$ cat config.mk
export PLATFORM = sky130hd
export DESIGN_NAME = two_dim_parity_classifier_flat
export DESIGN_NICKNAME = d
export VERILOG_FILES = /design/src/rtl/tdpc_pkg.sv /design/src/rtl/tdpc_ifs.sv /design/src/rtl/tdpc_core.sv /design/src/rtl/two_dim_parity_classifier.sv /design/src/flat_wrapper.sv
export SDC_FILE = /design/constraint.sdc
export NUM_CORES = 1
export LEC_CHECK = 0
export BUFFER_PORTS_ARGS = -buffer_cell sky130_fd_sc_hd__buf_2
export CORE_MARGIN = 3
export CORE_UTILIZATION = 40
export DETAILED_ROUTE_END_ITERATION = 10
export PLACE_DENSITY_LB_ADDON = 0.1
export REMOVE_ABC_BUFFERS = 1
export SLEW_MARGIN = 20
export SYNTH_ARGS = -nofsm -noshare
export SYNTH_HDL_FRONTEND = slang
export SYNTH_SLANG_ARGS = --single-unit
$ cat constraint.sdc
create_clock -name clk -period 6.23 [get_ports clk]
set_input_delay 0.623 -clock clk [delete_from_list [all_inputs] [get_ports clk]]
set_output_delay 0.623 -clock clk [all_outputs]
set_load 0.02 [all_outputs]
$ cat src/rtl/tdpc_pkg.sv
// Shared types, constants and helper functions of the two-dimensional parity classifier.
package tdpc_pkg;

	localparam int ROW_W     = 20;
	localparam int COUNT_W   = 5;
	localparam int TOTAL_W   = 6;
	localparam int DEF_WIDTH = 20;

	localparam logic [COUNT_W-1:0] COUNT_MAX = '1;

	typedef enum logic [1:0] {
		VERDICT_CORRECT      = 2'd0,
		VERDICT_REPAIRABLE   = 2'd1,
		VERDICT_UNREPAIRABLE = 2'd2
	} verdict_t;

	typedef struct packed {
		logic [COUNT_W-1:0] row_errors;
		logic [COUNT_W-1:0] column_errors;
		logic [TOTAL_W-1:0] total_errors;
		verdict_t           verdict;
	} result_t;

	// Columns at or above the image width carry no pixels.
	function automatic logic [ROW_W-1:0] col_mask(input int width);
		logic [ROW_W-1:0] m;
		m = '0;
		for (int j = 0; j < ROW_W; j++) begin
			m[j] = (j < width);
		end
		return m;
	endfunction

	function automatic logic [COUNT_W-1:0] ones_count(input logic [ROW_W-1:0] v);
		logic [COUNT_W-1:0] c;
		c = '0;
		for (int j = 0; j < ROW_W; j++) begin
			c = c + COUNT_W'(v[j]);
		end
		return c;
	endfunction

endpackage

$ cat src/rtl/tdpc_ifs.sv
// Valid/ready channel interfaces for image rows and classification results.
interface tdpc_row_if;
	logic                      valid;
	logic                      ready;
	logic [tdpc_pkg::ROW_W-1:0] row_bits;
	logic                      row_parity;

	modport source (output valid, output row_bits, output row_parity, input ready);
	modport sink (input valid, input row_bits, input row_parity, output ready);
endinterface

interface tdpc_result_if;
	logic                        valid;
	logic                        ready;
	logic [tdpc_pkg::COUNT_W-1:0] row_errors;
	logic [tdpc_pkg::COUNT_W-1:0] column_errors;
	logic [tdpc_pkg::TOTAL_W-1:0] total_errors;
	logic [1:0]                  verdict;

	modport source (output valid, output row_errors, output column_errors,
		output total_errors, output verdict, input ready);
	modport sink (input valid, input row_errors, input column_errors,
		input total_errors, input verdict, output ready);
endinterface

$ cat src/rtl/tdpc_core.sv
// Per-image state (row counter, column parity accumulator, row mismatch count) and the combinational verdict.
module tdpc_core #(
	parameter int WIDTH = tdpc_pkg::DEF_WIDTH
) (
	input  logic                       clk,
	input  logic                       arst_n,
	input  logic                       step,
	input  logic [tdpc_pkg::ROW_W-1:0] row_bits,
	input  logic                       row_parity,
	output logic                       parity_row,
	output tdpc_pkg::result_t          result
);

	localparam int IDX_W = $clog2(WIDTH + 1);
	localparam logic [tdpc_pkg::ROW_W-1:0] COL_MASK = tdpc_pkg::col_mask(WIDTH);

	logic [IDX_W-1:0]                 row_idx_q;
	logic [tdpc_pkg::ROW_W-1:0]       col_acc_q;
	logic [tdpc_pkg::COUNT_W-1:0]     row_err_q;
	logic [tdpc_pkg::ROW_W-1:0]       bits_m;
	logic                             mismatch;
	logic [tdpc_pkg::COUNT_W-1:0]     col_err;

	assign bits_m     = row_bits & COL_MASK;
	assign parity_row = (row_idx_q == IDX_W'(WIDTH));
	assign mismatch   = (^bits_m) != row_parity;
	assign col_err    = tdpc_pkg::ones_count(col_acc_q ^ bits_m);

	always_comb begin
		result.row_errors    = row_err_q;
		result.column_errors = col_err;
		// The row count saturates at 31 and at most 20 columns exist, so the sum stays below 64.
		result.total_errors  = tdpc_pkg::TOTAL_W'(row_err_q) + tdpc_pkg::TOTAL_W'(col_err);
		if (row_err_q == '0 && col_err == '0) begin
			result.verdict = tdpc_pkg::VERDICT_CORRECT;
		end else if (row_err_q <= tdpc_pkg::COUNT_W'(1) && col_err <= tdpc_pkg::COUNT_W'(1)) begin
			result.verdict = tdpc_pkg::VERDICT_REPAIRABLE;
		end else begin
			result.verdict = tdpc_pkg::VERDICT_UNREPAIRABLE;
		end
	end

	always_ff @(posedge clk or negedge arst_n) begin
		if (!arst_n) begin
			row_idx_q <= '0;
			col_acc_q <= '0;
			row_err_q <= '0;
		end else if (step) begin
			if (parity_row) begin
				row_idx_q <= '0;
				col_acc_q <= '0;
				row_err_q <= '0;
			end else begin
				row_idx_q <= row_idx_q + IDX_W'(1);
				col_acc_q <= col_acc_q ^ bits_m;
				if (mismatch && row_err_q != tdpc_pkg::COUNT_MAX) begin
					row_err_q <= row_err_q + tdpc_pkg::COUNT_W'(1);
				end
			end
		end
	end

endmodule

$ cat src/rtl/two_dim_parity_classifier.sv
// Top level: input register, parity state and result register of the image classifier.
// Flow: a parity row's result is captured in the output register once that register is free.
// Throughput: one row per cycle; the input stalls only while a parity row waits for an
// earlier result that is still held in the output register.
// Reset: arst_n clears the row counter, the column parity and the error count at once,
// and empties the input and output registers.
module two_dim_parity_classifier #(
	parameter int WIDTH = tdpc_pkg::DEF_WIDTH
) (
	input  logic        clk,
	input  logic        arst_n,
	tdpc_row_if.sink    rows,
	tdpc_result_if.source results
);

	logic                       valid_s1;
	logic [tdpc_pkg::ROW_W-1:0] bits_s1;
	logic                       parity_s1;
	logic                       parity_row;
	logic                       step;
	logic                       out_free;
	logic                       out_valid_q;
	tdpc_pkg::result_t          result;
	tdpc_pkg::result_t          result_q;

	assign out_free   = !out_valid_q || results.ready;
	assign step       = valid_s1 && (!parity_row || out_free);
	assign rows.ready = !valid_s1 || step;

	always_ff @(posedge clk or negedge arst_n) begin
		if (!arst_n) begin
			valid_s1 <= 1'b0;
		end else if (rows.ready) begin
			valid_s1 <= rows.valid;
		end
	end

	always_ff @(posedge clk) begin
		if (rows.ready && rows.valid) begin
			bits_s1   <= rows.row_bits;
			parity_s1 <= rows.row_parity;
		end
	end

	tdpc_core #(
		.WIDTH(WIDTH)
	) u_core (
		.clk        (clk),
		.arst_n     (arst_n),
		.step       (step),
		.row_bits   (bits_s1),
		.row_parity (parity_s1),
		.parity_row (parity_row),
		.result     (result)
	);

	always_ff @(posedge clk or negedge arst_n) begin
		if (!arst_n) begin
			out_valid_q <= 1'b0;
		end else if (step && parity_row) begin
			out_valid_q <= 1'b1;
		end else if (results.ready) begin
			out_valid_q <= 1'b0;
		end
	end

	always_ff @(posedge clk) begin
		if (step && parity_row) begin
			result_q <= result;
		end
	end

	assign results.valid         = out_valid_q;
	assign results.row_errors    = result_q.row_errors;
	assign results.column_errors = result_q.column_errors;
	assign results.total_errors  = result_q.total_errors;
	assign results.verdict       = result_q.verdict;

endmodule

$ cat src/flat_wrapper.sv
// flat-port wrapper written by rule: the top's interface ports become plain ports
module two_dim_parity_classifier_flat 
#(
	parameter int WIDTH = tdpc_pkg::DEF_WIDTH
)
  (clk, arst_n, rows_valid, rows_row_bits, rows_row_parity, rows_ready, results_valid, results_row_errors, results_column_errors, results_total_errors, results_verdict, results_ready);
  tdpc_row_if rows_i ();
  tdpc_result_if results_i ();
  input  logic clk;
  input  logic arst_n;
  input wire logic [$bits(rows_i.valid)-1:0] rows_valid;
  input wire logic [$bits(rows_i.row_bits)-1:0] rows_row_bits;
  input wire logic [$bits(rows_i.row_parity)-1:0] rows_row_parity;
  output wire logic [$bits(rows_i.ready)-1:0] rows_ready;
  output wire logic [$bits(results_i.valid)-1:0] results_valid;
  output wire logic [$bits(results_i.row_errors)-1:0] results_row_errors;
  output wire logic [$bits(results_i.column_errors)-1:0] results_column_errors;
  output wire logic [$bits(results_i.total_errors)-1:0] results_total_errors;
  output wire logic [$bits(results_i.verdict)-1:0] results_verdict;
  input wire logic [$bits(results_i.ready)-1:0] results_ready;
  assign rows_i.valid = rows_valid;
  assign rows_i.row_bits = rows_row_bits;
  assign rows_i.row_parity = rows_row_parity;
  assign rows_ready = rows_i.ready;
  assign results_valid = results_i.valid;
  assign results_row_errors = results_i.row_errors;
  assign results_column_errors = results_i.column_errors;
  assign results_total_errors = results_i.total_errors;
  assign results_verdict = results_i.verdict;
  assign results_i.ready = results_ready;
  two_dim_parity_classifier #(.WIDTH(WIDTH)) u_core (.clk(clk), .arst_n(arst_n), .rows(rows_i), .results(results_i));
endmodule
# [After elaboration in Yosys (flattened, before gate mapping)]
# Index checks and enable logic that the tools add are counted.
[totals] mem_bits_rw=0 output_inout_bits=20 mem_bits_ro=0 reg_bits=71 latch_bits=0 elab_cells=64 mem_count=0 in_bits=25
[classes] add_sub_neg=22 eq_ne=3 n_shift=0 order_cmp=2 multipliers=0 n_reduce_logical=18 n_mux=7 n_div=0 bitwise_logic=1
[ops] op="$add 5x1->5" count=15
[ops] op="$mux 20" count=1
[ops] op="$reduce_xor 20->1" count=1
[ops] op="$xor 20x20->20" count=1
[ops] op="$mux 5" count=3
[ops] op="$add 5x1->5 const B" count=2
[ops] op="$le 5x1->1 const B" count=2
[ops] op="$logic_not 5->1" count=2
[ops] op="$add 5x5->6" count=1
[ops] op="$logic_and 1x1->1" count=6
[ops] op="$add 4x1->5" count=1
[ops] op="$eq 5x5->1 const B" count=1
[ops] op="$ne 5x5->1 const B" count=1
[ops] op="$add 3x1->4" count=1
[ops] op="$reduce_bool 2->1" count=2
[ops] op="$add 2x1->3" count=1
[ops] op="$logic_not 1->1" count=3
[ops] op="$logic_or 1x1->1" count=3
[ops] op="$add 1x1->2" count=1
[ops] op="$mux 1" count=2
[ops] op="$mux 2" count=1
[ops] op="$reduce_and 2->1" count=1
[ops] op="$ne 1x1->1" count=1

# [Longest topological paths before layout]
# Gate-level depths: netlist of run 1.
[logic_depth] word_depth=23 depth_mapped=19

# [By module]
# A second synthesis of run 1 with hierarchy kept.
[hier_totals] hier_cells=313 hier_area_um2=3769.9
[by_module_without_submodules] mod="tdpc_core" cells_each=264 instances=1 seq_area_each_um2=750.7 area_each_um2=2492.4
[by_module_without_submodules] mod="two_dim_parity_classifier" cells_each=49 instances=1 seq_area_each_um2=1221.2 area_each_um2=1277.5

# [Worst setup path before layout of run 1]
# No wires, ideal clock.
[synth_timing] path_kind="register -> register" start="register u_core.bits_s1[0] in the netlist's numbering" end="register u_core.result_q (netlist bit u_core.results.total_errors[5]), data pin" setup_time_ps=257 path_stages_with_launch=20 slack_ps=1027 t_arrival_ps=4946 n_path_buf=0 period_less_slack_ps=5203 path_cell_list="edfxtp_1 > xnor2_1 > fa_1 > inv_1 > fa_1 > fa_1 > inv_1 > fa_1 > fa_1 > inv_1 > ha_1 > inv_1 > fa_1 > inv_1 > ha_1 > a21o_1 > a21oi_1 > nor2b_1 > o21ai_0 > nand2b_1"
[synth_lines] item="from (decl)" line_no="two_dim_parity_classifier.sv:17" text="logic [tdpc_pkg::ROW_W-1:0] bits_s1;"
[synth_lines] item="from (signal assigned)" line_no="two_dim_parity_classifier.sv:40" text="bits_s1 <= rows.row_bits;"
[synth_lines] item="to (signal assigned)" line_no="two_dim_parity_classifier.sv:69" text="result_q <= result;"
[synth_lines] item="to (decl)" line_no="two_dim_parity_classifier.sv:24" text="tdpc_pkg::result_t result_q;"

==> run_results.csv, run 1 <==
group,metric,value,unit
setup_path,crit_top_cell,"fa_1",
floorplan,die_y,101,um
clock_network,path_clk_slew,0.08,ns
setup_path,path_buf_inv,5,
finish,n_antenna_cell,0,
setup_path,crit_fanout,4,
detailed_routing,drt_iter0_drc,59,
setup_path,worst_setup_path_start_kind,"register",
job,cap_violations,0,
hold_path,holdCritPathClass,"in2async",
clock_network,cts_root_buffer,"clkbuf_8",
clock_network,post-cts-setup-buffers,0,
sta,worst_pin_slew,0.977,ns
floorplan,start_util,42.2,%
clock_network,cts_htree_levels,3,
detailed_routing,wl_per_cell,14.6,um
placed_design,numPortBuffers,44,
setup_path,critPathArrivalTime,5.46,ns
logic_synthesis,ys_types,34,
sta,report.final.slew_viol_count,0,
detailed_routing,antenna_left,0,
sta,rsz0062_at_grt,"no",
global_routing,antenna_found_initial,0,
clock_network,clk_latency,0.34,ns
sta,setup_tns,0,ns
sta,timing.slew.headroom,34.5,%
logic_synthesis,yosysSeqAreaShare,55.2,%
detailed_routing,drc,0,
sta,final-hold-violation-count,0,
detailed_routing,vias,2053,
finish,nets,366,
global_routing,grt_pass1_vias,2063,
global_routing,grt_pass1_wl,10100,um
setup_path,critPathRequiredTime,6.33,ns
sta,min_period_over_period,85.9,%
logic_synthesis,netlist_area,0.00357,mm^2
clock_network,cts_resized,0,
floorplan,die_area,0.0101,mm^2
placed_design,dpl.hpwl,4390,um
detailed_routing,wirelength,6090,um
floorplan,core,0.00846,mm^2
logic_synthesis,ys_ff_latch,71,
sta,final-setup-viol-count,0,
setup_path,path_class,"reg2reg",
logic_synthesis,yosys_warnings,0,
setup_path,crit_family,"adder cells",
clock_network,cts_hold_buf,0,
detailed_routing,dr.pass1.iters,4,
clock_network,cts_made_buffers,9,
detailed_routing,vias_per_cell,4.91,
setup_path,slowest_delay,0.54,ns
logic_synthesis,synth_area_per_cell,13.9,um^2
global_routing,track_usage,13.3,%
clock_network,clk_path_buf_depth,2,
finish,drive_above_1_share,20.1,%
global_routing,grt_max_degree,33,
clock_network,cts_tree,"built",
setup_path,cp_slowest_cell,"fa_1",
floorplan,ios,45,
setup_path,endpoint_kind,"register",
global_routing,grt_remaining_overflow,0,
setup_path,crit_path_cell_trace,"xnor2_1 > fa_1 > inv_1 > fa_1 > fa_1 > inv_1 > fa_1 > fa_1 > inv_1 > ha_1 > inv_1 > fa_1 > inv_1 > ha_1 > a21o_1 > a21oi_1 > nor2b_1 > o21ai_0 > nand2b_1",
floorplan,rows,33,
finish,area_growth_syn_to_layout,15.5,%
placed_design,gp_congestion,0.736,
sta,fmax,187,MHz
outcome,status,"finished, final reports clean",
clock_network,cts.sinks,71,
sta,min_period,5.35,ns
logic_synthesis,synthCells,257,
floorplan,die_x,101,um
sta,clock_skew,0.0122,ns
## cell families after synthesis
family	synth area share [%]
xor gates and xnor gates	12.0
AOI/OAI and AO/OA	8.40
and+or+nand+nor	6.79
DFF	55.2
muxes	0.385
buffers and inverters	2.52
adders and majority gates	14.7
## layout make-up
| class | count | area (um^2) |
|---|---|---|
| Inverter | 19 | 71.3 |
| Clock buffer | 11 | 131 |
| Multi-Input combinational cell | 162 | 1510 |
| Timing Repair Buffer | 45 | 228 |
| Tap cell | 105 | 131 |
| Fill cell | 745 | 4340 |
| Sequential cell | 71 | 1970 |
| Clock inverter | 5 | 82.6 |
## metal layers
layer / GRT usage, % / up-vias / wire (um)
met5: 0 / - / 0
met4: 7.36 / 0 / 141
met3: 2.91 / 11 / 243
met2: 21.0 / 44 / 2840
met1: 17.0 / 977 / 2860
li1: - / 1021 / -
## sequential cells by signal, indices dropped and copies added, names as in the netlist
signal	cells
u_core.results.column_errors	5
u_core.valid_s1	1
u_core.results.verdict	2
u_core.u_core.row_idx_q	5
u_core.u_core.row_err_q	5
u_core.results.row_errors	5
u_core.results.total_errors	6
u_core.results.valid	1
u_core.u_core.col_acc_q	20
u_core.parity_s1	1
u_core.bits_s1	20
## Yosys cell counts (all sizes together)
library cell / n / area share [%]
o31ai: 1 / 0.21
ha: 18 / 6.3
nor2: 5 / 0.53
mux2i: 1 / 0.38
and3: 1 / 0.18
o311ai: 1 / 0.25
fa: 15 / 8.4
xor2: 18 / 4.4
a21o: 4 / 0.84
nand2b: 4 / 0.70
nand2: 11 / 1.2
o21ai: 15 / 2.2
nand4: 2 / 0.35
dfrtp: 32 / 22
a21oi: 7 / 0.98
nor4bb: 1 / 0.28
inv: 19 / 2.0
a32o: 14 / 3.9
nor3b: 1 / 0.21
xnor3: 4 / 2.5
nand4b: 2 / 0.49
nor3: 3 / 0.56
and2: 1 / 0.18
clkbuf: 5 / 0.53
nor2b: 3 / 0.53
nor4: 1 / 0.18
xnor2: 20 / 5.1
and4b: 1 / 0.28
nand3: 6 / 0.84
or3: 2 / 0.35
edfxtp: 39 / 33
## final timing paths
check                                            from                              to  slack [ns]  cells past startpoint
min in group clk                     rows_row_bits[6]               u_core.bits_s1[6]        0.45                      1
hold reg to reg            u_core.u_core.col_acc_q[8]      u_core.u_core.col_acc_q[8]        0.51                      2
setup reg to reg                    u_core.bits_s1[0]  u_core.results.total_errors[5]        0.88                     19
setup / recovery                    u_core.bits_s1[0]  u_core.results.total_errors[5]        0.88                     19
max in group asynchronous                      arst_n     u_core.u_core.col_acc_q[18]        5.40                      1
hold / removal                                 arst_n            u_core.results.valid        0.33                      1
## cells in the final DEF (no fill, tap or decap), types with 2 or more instances in the layout
cell type / count
inv_1: 19
nand2b_1: 4
xnor2_1: 19
o21ai_0: 14
fa_1: 15
a32o_1: 14
xor2_1: 18
nor2b_1: 3
nor2_1: 5
dfrtp_1: 32
clkbuf_1: 2
edfxtp_1: 39
nand4_1: 2
nor3_1: 2
a21oi_1: 7
buf_2: 44
a21o_1: 4
nand4b_1: 2
nand3_1: 6
or3_1: 2
clkinv_4: 2
xnor3_1: 4
bufinv_16: 2
ha_1: 18
clkbuf_8: 9
nand2_1: 11
## per-stage QoR
stage	instances	instance area [um^2]	setup WS, ns	util, %	hold WS [ns]
2_1_floorplan	252	3560	1.03	-	0.327
3_3_place_gp	402	3920	0.907	46.3	0.485
3_5_place_dp	402	3920	0.817	46.3	0.495
4_1_cts	418	4130	0.835	48.8	0.355
5_1_grt	418	4130	0.600	48.8	0.373
6_report	418	4130	0.876	48.8	0.327
Power of run 1 is not shown: default switching activity piles up to over one toggle a cycle in this logic, so the estimate is an artifact.
==> run 2, diff against run 1 <==
--- a/config.mk
+++ b/config.mk
@@ -6,9 +6,11 @@
 export NUM_CORES = 1
 export LEC_CHECK = 0
 export BUFFER_PORTS_ARGS = -buffer_cell sky130_fd_sc_hd__buf_2
+export CORE_ASPECT_RATIO = 1.5
 export CORE_MARGIN = 3
 export CORE_UTILIZATION = 40
 export DETAILED_ROUTE_END_ITERATION = 10
+export GPL_TIMING_DRIVEN = 0
 export PLACE_DENSITY_LB_ADDON = 0.1
 export REMOVE_ABC_BUFFERS = 1
 export SLEW_MARGIN = 20
==> run 2 against run 1 <==
- flip-flop and latch count unchanged
- wire length grew 3.6%
- global-route usage up 0.84 points
- register-to-register slack worse by 0.05 ns
- fmax is 0.99% lower
- clock-buffer cell count grew 1
- cell count increased by 0.24%
- critical endpoint unchanged
- largest cell class unchanged
==> run_results.csv, run 2 (same netlist as run 1, synthesis figures left out) <==
group,metric,value,unit
clock_network,cts_htree_levels,3,
finish,multiInputGateArea,0.00152,mm^2
detailed_routing,antenna_left,0,
setup_path,worst_setup_path_start_kind,"register",
clock_network,cts_made_buffers,9,
sta,final-hold-violation-count,0,
placed_design,dpl.hpwl,4520,um
finish,n_antenna_cell,0,
setup_path,endpoint_kind,"register",
clock_network,cts_hold_buf,0,
clock_network,cts_root_buffer,"clkbuf_16",
finish,final_cell_mix,"buf_2, edfxtp_1, dfrtp_1",
finish,area_growth_syn_to_layout,18.0,%
sta,timing.slew.headroom,32.0,%
clock_network,post-cts-setup-buffers,0,
finish,layout_commonest_cell,"buf_2",
sta,min_period,5.41,ns
floorplan,core,0.00857,mm^2
global_routing,grt_busiest_layer,"met2",
setup_path,critPathRequiredTime,6.31,ns
global_routing,met3_usage,4.13,%
detailed_routing,drt_iter0_drc,128,
detailed_routing,dr.pass1.iters,4,
detailed_routing,vias_per_cell,5.01,
setup_path,r2r_start,"u_core.bits_s1[0]",
job,cap_violations,0,
placed_design,numPortBuffers,44,
clock_network,path_clk_slew,0.05,ns
global_routing,met2_usage,24.9,%
global_routing,grt_remaining_overflow,0,
clock_network,cts.sinks,71,
finish,drive_above_1_share,19.9,%
detailed_routing,wirelength,6310,um
floorplan,die_area,0.0101,mm^2
global_routing,grt_pass1_wl,10900,um
floorplan,die_y,122,um
clock_network,clk_path_buf_depth,2,
clock_network,cts_resized,0,
floorplan,start_util,41.7,%
clock_network,cts_tree,"built",
sta,fmax,185,MHz
floorplan,rows,41,
global_routing,grt_max_degree,33,
placed_design,gp_congestion,0.734,
setup_path,rr_endpoint,"u_core.results.total_errors[5]",
sta,rsz0062_at_grt,"no",
finish,fillerInstances,770,
global_routing,grt_pass1_vias,2198,
global_routing,antenna_found_initial,0,
setup_path,critPathArrivalTime,5.49,ns
sta,final-setup-viol-count,0,
sta,setup_tns,0,ns
detailed_routing,drc,0,
hold_path,holdCritPathClass,"in2async",
sta,clock_skew,0.00402,ns
setup_path,crit_fanout,4,
global_routing,grt_use_met1,15.6,%
setup_path,r2r_cells,19,
sta,report.final.slew_viol_count,0,
setup_path,rrSetupSlack,0.82,ns
global_routing,track_usage,14.1,%
outcome,status,"finished, final reports clean",
sta,min_period_over_period,86.8,%
floorplan,ios,45,
detailed_routing,wl_per_cell,15.1,um
detailed_routing,vias,2100,
floorplan,die_x,83.2,um
clock_network,clk_latency,0.33,ns
sta,worst_pin_slew,1.02,ns
setup_path,path_class,"reg2reg",
finish,nets,365,
finish,regArea,0.00197,mm^2
-- run 2: changes by cell type in the layout (fill, tap and decap cells not counted), sizes merged --
| cell | before | now |
|---|---|---|
| clkbuf | 11 | 12 |
| bufinv | 2 | 1 |
| buf | 45 | 44 |
-- run 2: how the worst max path moves through the flow --
stage,startpoint,to,slack (ns),cells past startpoint
2_1_floorplan,u_core.bits_s1[0],u_core.results.total_errors[5],1.03,19
3_3_place_gp,u_core.bits_s1[0],u_core.results.total_errors[5],0.81,19
3_5_place_dp,u_core.bits_s1[0],u_core.results.total_errors[5],0.75,19
4_1_cts,u_core.bits_s1[0],u_core.results.total_errors[5],0.76,19
5_1_grt,u_core.bits_s1[0],u_core.results.total_errors[5],0.43,19
6_report,u_core.bits_s1[0],u_core.results.total_errors[5],0.82,19
-- run 2: critical path, cell delays in order, from the launching register on --
cell      delay, ns
edfxtp_1       0.43
xnor2_1        0.21
fa_1           0.54
inv_1          0.06
fa_1           0.50
fa_1           0.54
inv_1          0.06
fa_1           0.50
fa_1           0.54
inv_1          0.04
ha_1           0.20
inv_1          0.06
fa_1           0.39
inv_1          0.14
ha_1           0.24
a21o_1         0.18
a21oi_1        0.22
nor2b_1        0.07
o21ai_0        0.17
nand2b_1       0.07
-- run 2: layout make-up --
| cell class | instances | area share [%] |
|---|---|---|
| sequential | 71 | 46.8 |
| multi-input combinational | 162 | 36.0 |
| clock buffer | 12 | 6.08 |
| timing repair buffer | 44 | 5.22 |
| tap | 107 | 3.17 |
| inverter | 19 | 1.69 |
| clock inverter | 4 | 1.04 |
-- run 2: stage by stage --
step                      std cells  instance area [um^2]  util, %  setup WS, ns  hold WS [ns]
after global placement          403                  3910     45.6         0.810         0.488
after global routing            419                  4220     49.2         0.433         0.421
final                           419                  4220     49.2         0.822         0.373
after floorplan                 252                  3560        -          1.03         0.327
after detailed placement        403                  3910     45.6         0.755         0.500
after CTS                       419                  4210     49.1         0.763         0.399
-- run 2: routing by layer --
metal | vias up | share of wire [%]
li1 | 1017 | -
met2 | 46 | 54
met5 | - | 0
met4 | 0 | 1.8
met3 | 8 | 4.0
met1 | 1029 | 41
Power of run 2 is left out for the same reason.
==> run 3, diff against run 2 <==
--- a/config.mk
+++ b/config.mk
@@ -8,7 +8,7 @@
 export BUFFER_PORTS_ARGS = -buffer_cell sky130_fd_sc_hd__buf_2
 export CORE_ASPECT_RATIO = 1.5
 export CORE_MARGIN = 3
-export CORE_UTILIZATION = 40
+export CORE_UTILIZATION = 58
 export DETAILED_ROUTE_END_ITERATION = 10
 export GPL_TIMING_DRIVEN = 0
 export PLACE_DENSITY_LB_ADDON = 0.1
==> run 3 against run 2 <==
- flip-flop and latch count unchanged
- register-to-register slack worse by 0.03 ns
- clock-buffer cell count down 1
- global-route usage up 4.4 points
- utilization up 20 points
- worst setup slack worse by 0.033 ns
- wire length down 4.6%
- cell count down 8.4%
- critical path depth unchanged
- die area down 29%
- clock skew up 0.0074 ns
- largest cell class unchanged
==> run_results.csv, run 3 (same netlist as run 1, synthesis figures left out) <==
group,metric,value,unit
outcome,status,"finished, final reports clean",
setup_path,critPathRequiredTime,6.33,ns
finish,drive_above_1_share,20.5,%
detailed_routing,drt_iter0_drc,80,
setup_path,rrSetupSlack,0.79,ns
detailed_routing,wl_per_cell,15.7,um
detailed_routing,wirelength,6020,um
finish,layout_commonest_cell,"buf_2",
global_routing,grt_pass1_vias,2092,
setup_path,worst_setup_path_start_kind,"register",
floorplan,die_area,0.00716,mm^2
clock_network,post-cts-setup-buffers,0,
clock_network,path_clk_slew,0.08,ns
detailed_routing,drc,0,
sta,final-hold-violation-count,0,
setup_path,endpoint,"u_core.results.total_errors[5]",
sta,min_period,5.44,ns
floorplan,core,0.00587,mm^2
finish,area_growth_syn_to_layout,13.3,%
global_routing,grt_max_degree,33,
sta,fmax,184,MHz
setup_path,endpoint_kind,"register",
hold_path,holdCritPathClass,"in2async",
clock_network,cts.sinks,71,
floorplan,die_x,70.1,um
setup_path,rr_endpoint,"u_core.results.total_errors[5]",
finish,utilization,69.0,%
clock_network,cts_hold_buf,0,
sta,min_period_over_period,87.3,%
setup_path,critPathArrivalTime,5.54,ns
finish,final_cell_mix,"buf_2, edfxtp_1, dfrtp_1",
finish,nets,365,
detailed_routing,antenna_left,0,
floorplan,rows,34,
setup_path,r2r_start,"u_core.bits_s1[0]",
setup_path,path_class,"reg2reg",
job,cap_violations,0,
clock_network,cts_resized,0,
clock_network,clk_latency,0.35,ns
placed_design,numPortBuffers,44,
sta,final-setup-viol-count,0,
global_routing,antenna_found_initial,0,
detailed_routing,vias,2102,
clock_network,cts_tree,"built",
global_routing,grt_pass1_wl,10000,um
detailed_routing,vias_per_cell,5.47,
sta,worst_pin_slew,1.10,ns
clock_network,cts_htree_levels,3,
sta,report.final.slew_viol_count,0,
placed_design,placed_area,0.00387,mm^2
detailed_routing,dr.pass1.iters,4,
sta,rsz0062_at_grt,"no",
placed_design,gp_congestion,0.743,
floorplan,ios,45,
setup_path,crit_fanout,4,
global_routing,grt_remaining_overflow,0,
global_routing,track_usage,18.5,%
sta,timing.slew.headroom,26.8,%
floorplan,start_util,60.9,%
clock_network,clk_path_buf_depth,2,
setup_path,r2r_cells,19,
clock_network,cts_root_buffer,"clkbuf_8",
finish,n_antenna_cell,0,
sta,setup_tns,0,ns
sta,fin_hold_ws,0.328,ns
placed_design,dpl.hpwl,4400,um
floorplan,die_y,102,um
finish,final_cell_area,0.00405,mm^2
setup_path,crit_start,"u_core.bits_s1[0]",
finish,fillerInstances,431,
clock_network,cts_made_buffers,9,
sta,clock_skew,0.0114,ns
-- run 3: critical path: stages (launching register included) --
cell and delay [ns]:
edfxtp_1 0.44, xnor2_1 0.21, fa_1 0.55, inv_1 0.06
fa_1 0.50, fa_1 0.54, inv_1 0.06, fa_1 0.51
fa_1 0.54, inv_1 0.04, ha_1 0.21, inv_1 0.07
fa_1 0.40, inv_1 0.14, ha_1 0.25, a21o_1 0.17
a21oi_1 0.22, nor2b_1 0.07, o21ai_0 0.14, nand2b_1 0.07
-- run 3: through the flow --
stage,std cells,setup WS [ns]
final,384,0.790
after global routing,384,0.528
after CTS,384,0.746
after detailed placement,368,0.764
after global placement,368,0.812
after floorplan,252,1.03
-- run 3: how the worst min path moves through the flow --
| stage | end | cells after the start | startpoint | slack, ns |
|---|---|---|---|---|
| 5_1_grt | u_core.u_core.row_err_q[0] | 1 | arst_n | 0.36 |
| 2_1_floorplan | u_core.results.valid | 0 | arst_n | 0.33 |
| 3_5_place_dp | u_core.u_core.col_acc_q[8] | 2 | u_core.u_core.col_acc_q[8] | 0.49 |
| 3_3_place_gp | u_core.u_core.col_acc_q[6] | 2 | u_core.u_core.col_acc_q[6] | 0.48 |
| 6_report | u_core.u_core.row_idx_q[3] | 1 | arst_n | 0.33 |
| 4_1_cts | u_core.u_core.row_idx_q[3] | 1 | arst_n | 0.34 |
-- run 3: layout make-up --
cell class / instances / area (um^2) / area share, %
Sequential cell: 71 / 1970 / 48.7
Clock buffer: 11 / 151 / 3.74
Timing Repair Buffer: 44 / 220 / 5.44
Tap cell: 72 / 90.1 / 2.22
Clock inverter: 5 / 31.3 / 0.773
Multi-Input combinational cell: 162 / 1510 / 37.4
Inverter: 19 / 71.3 / 1.76
-- run 3: per-layer routing --
layer,wire [um],track usage [%],share of wire [%],vias to the layer above
met3,318,6.00,5.3,13
met5,0,0,0,-
met1,2320,21.2,38,1019
li1,-,-,-,1015
met4,172,9.29,2.9,0
met2,3210,31.5,53,55
Power of run 3 is left out for the same reason.
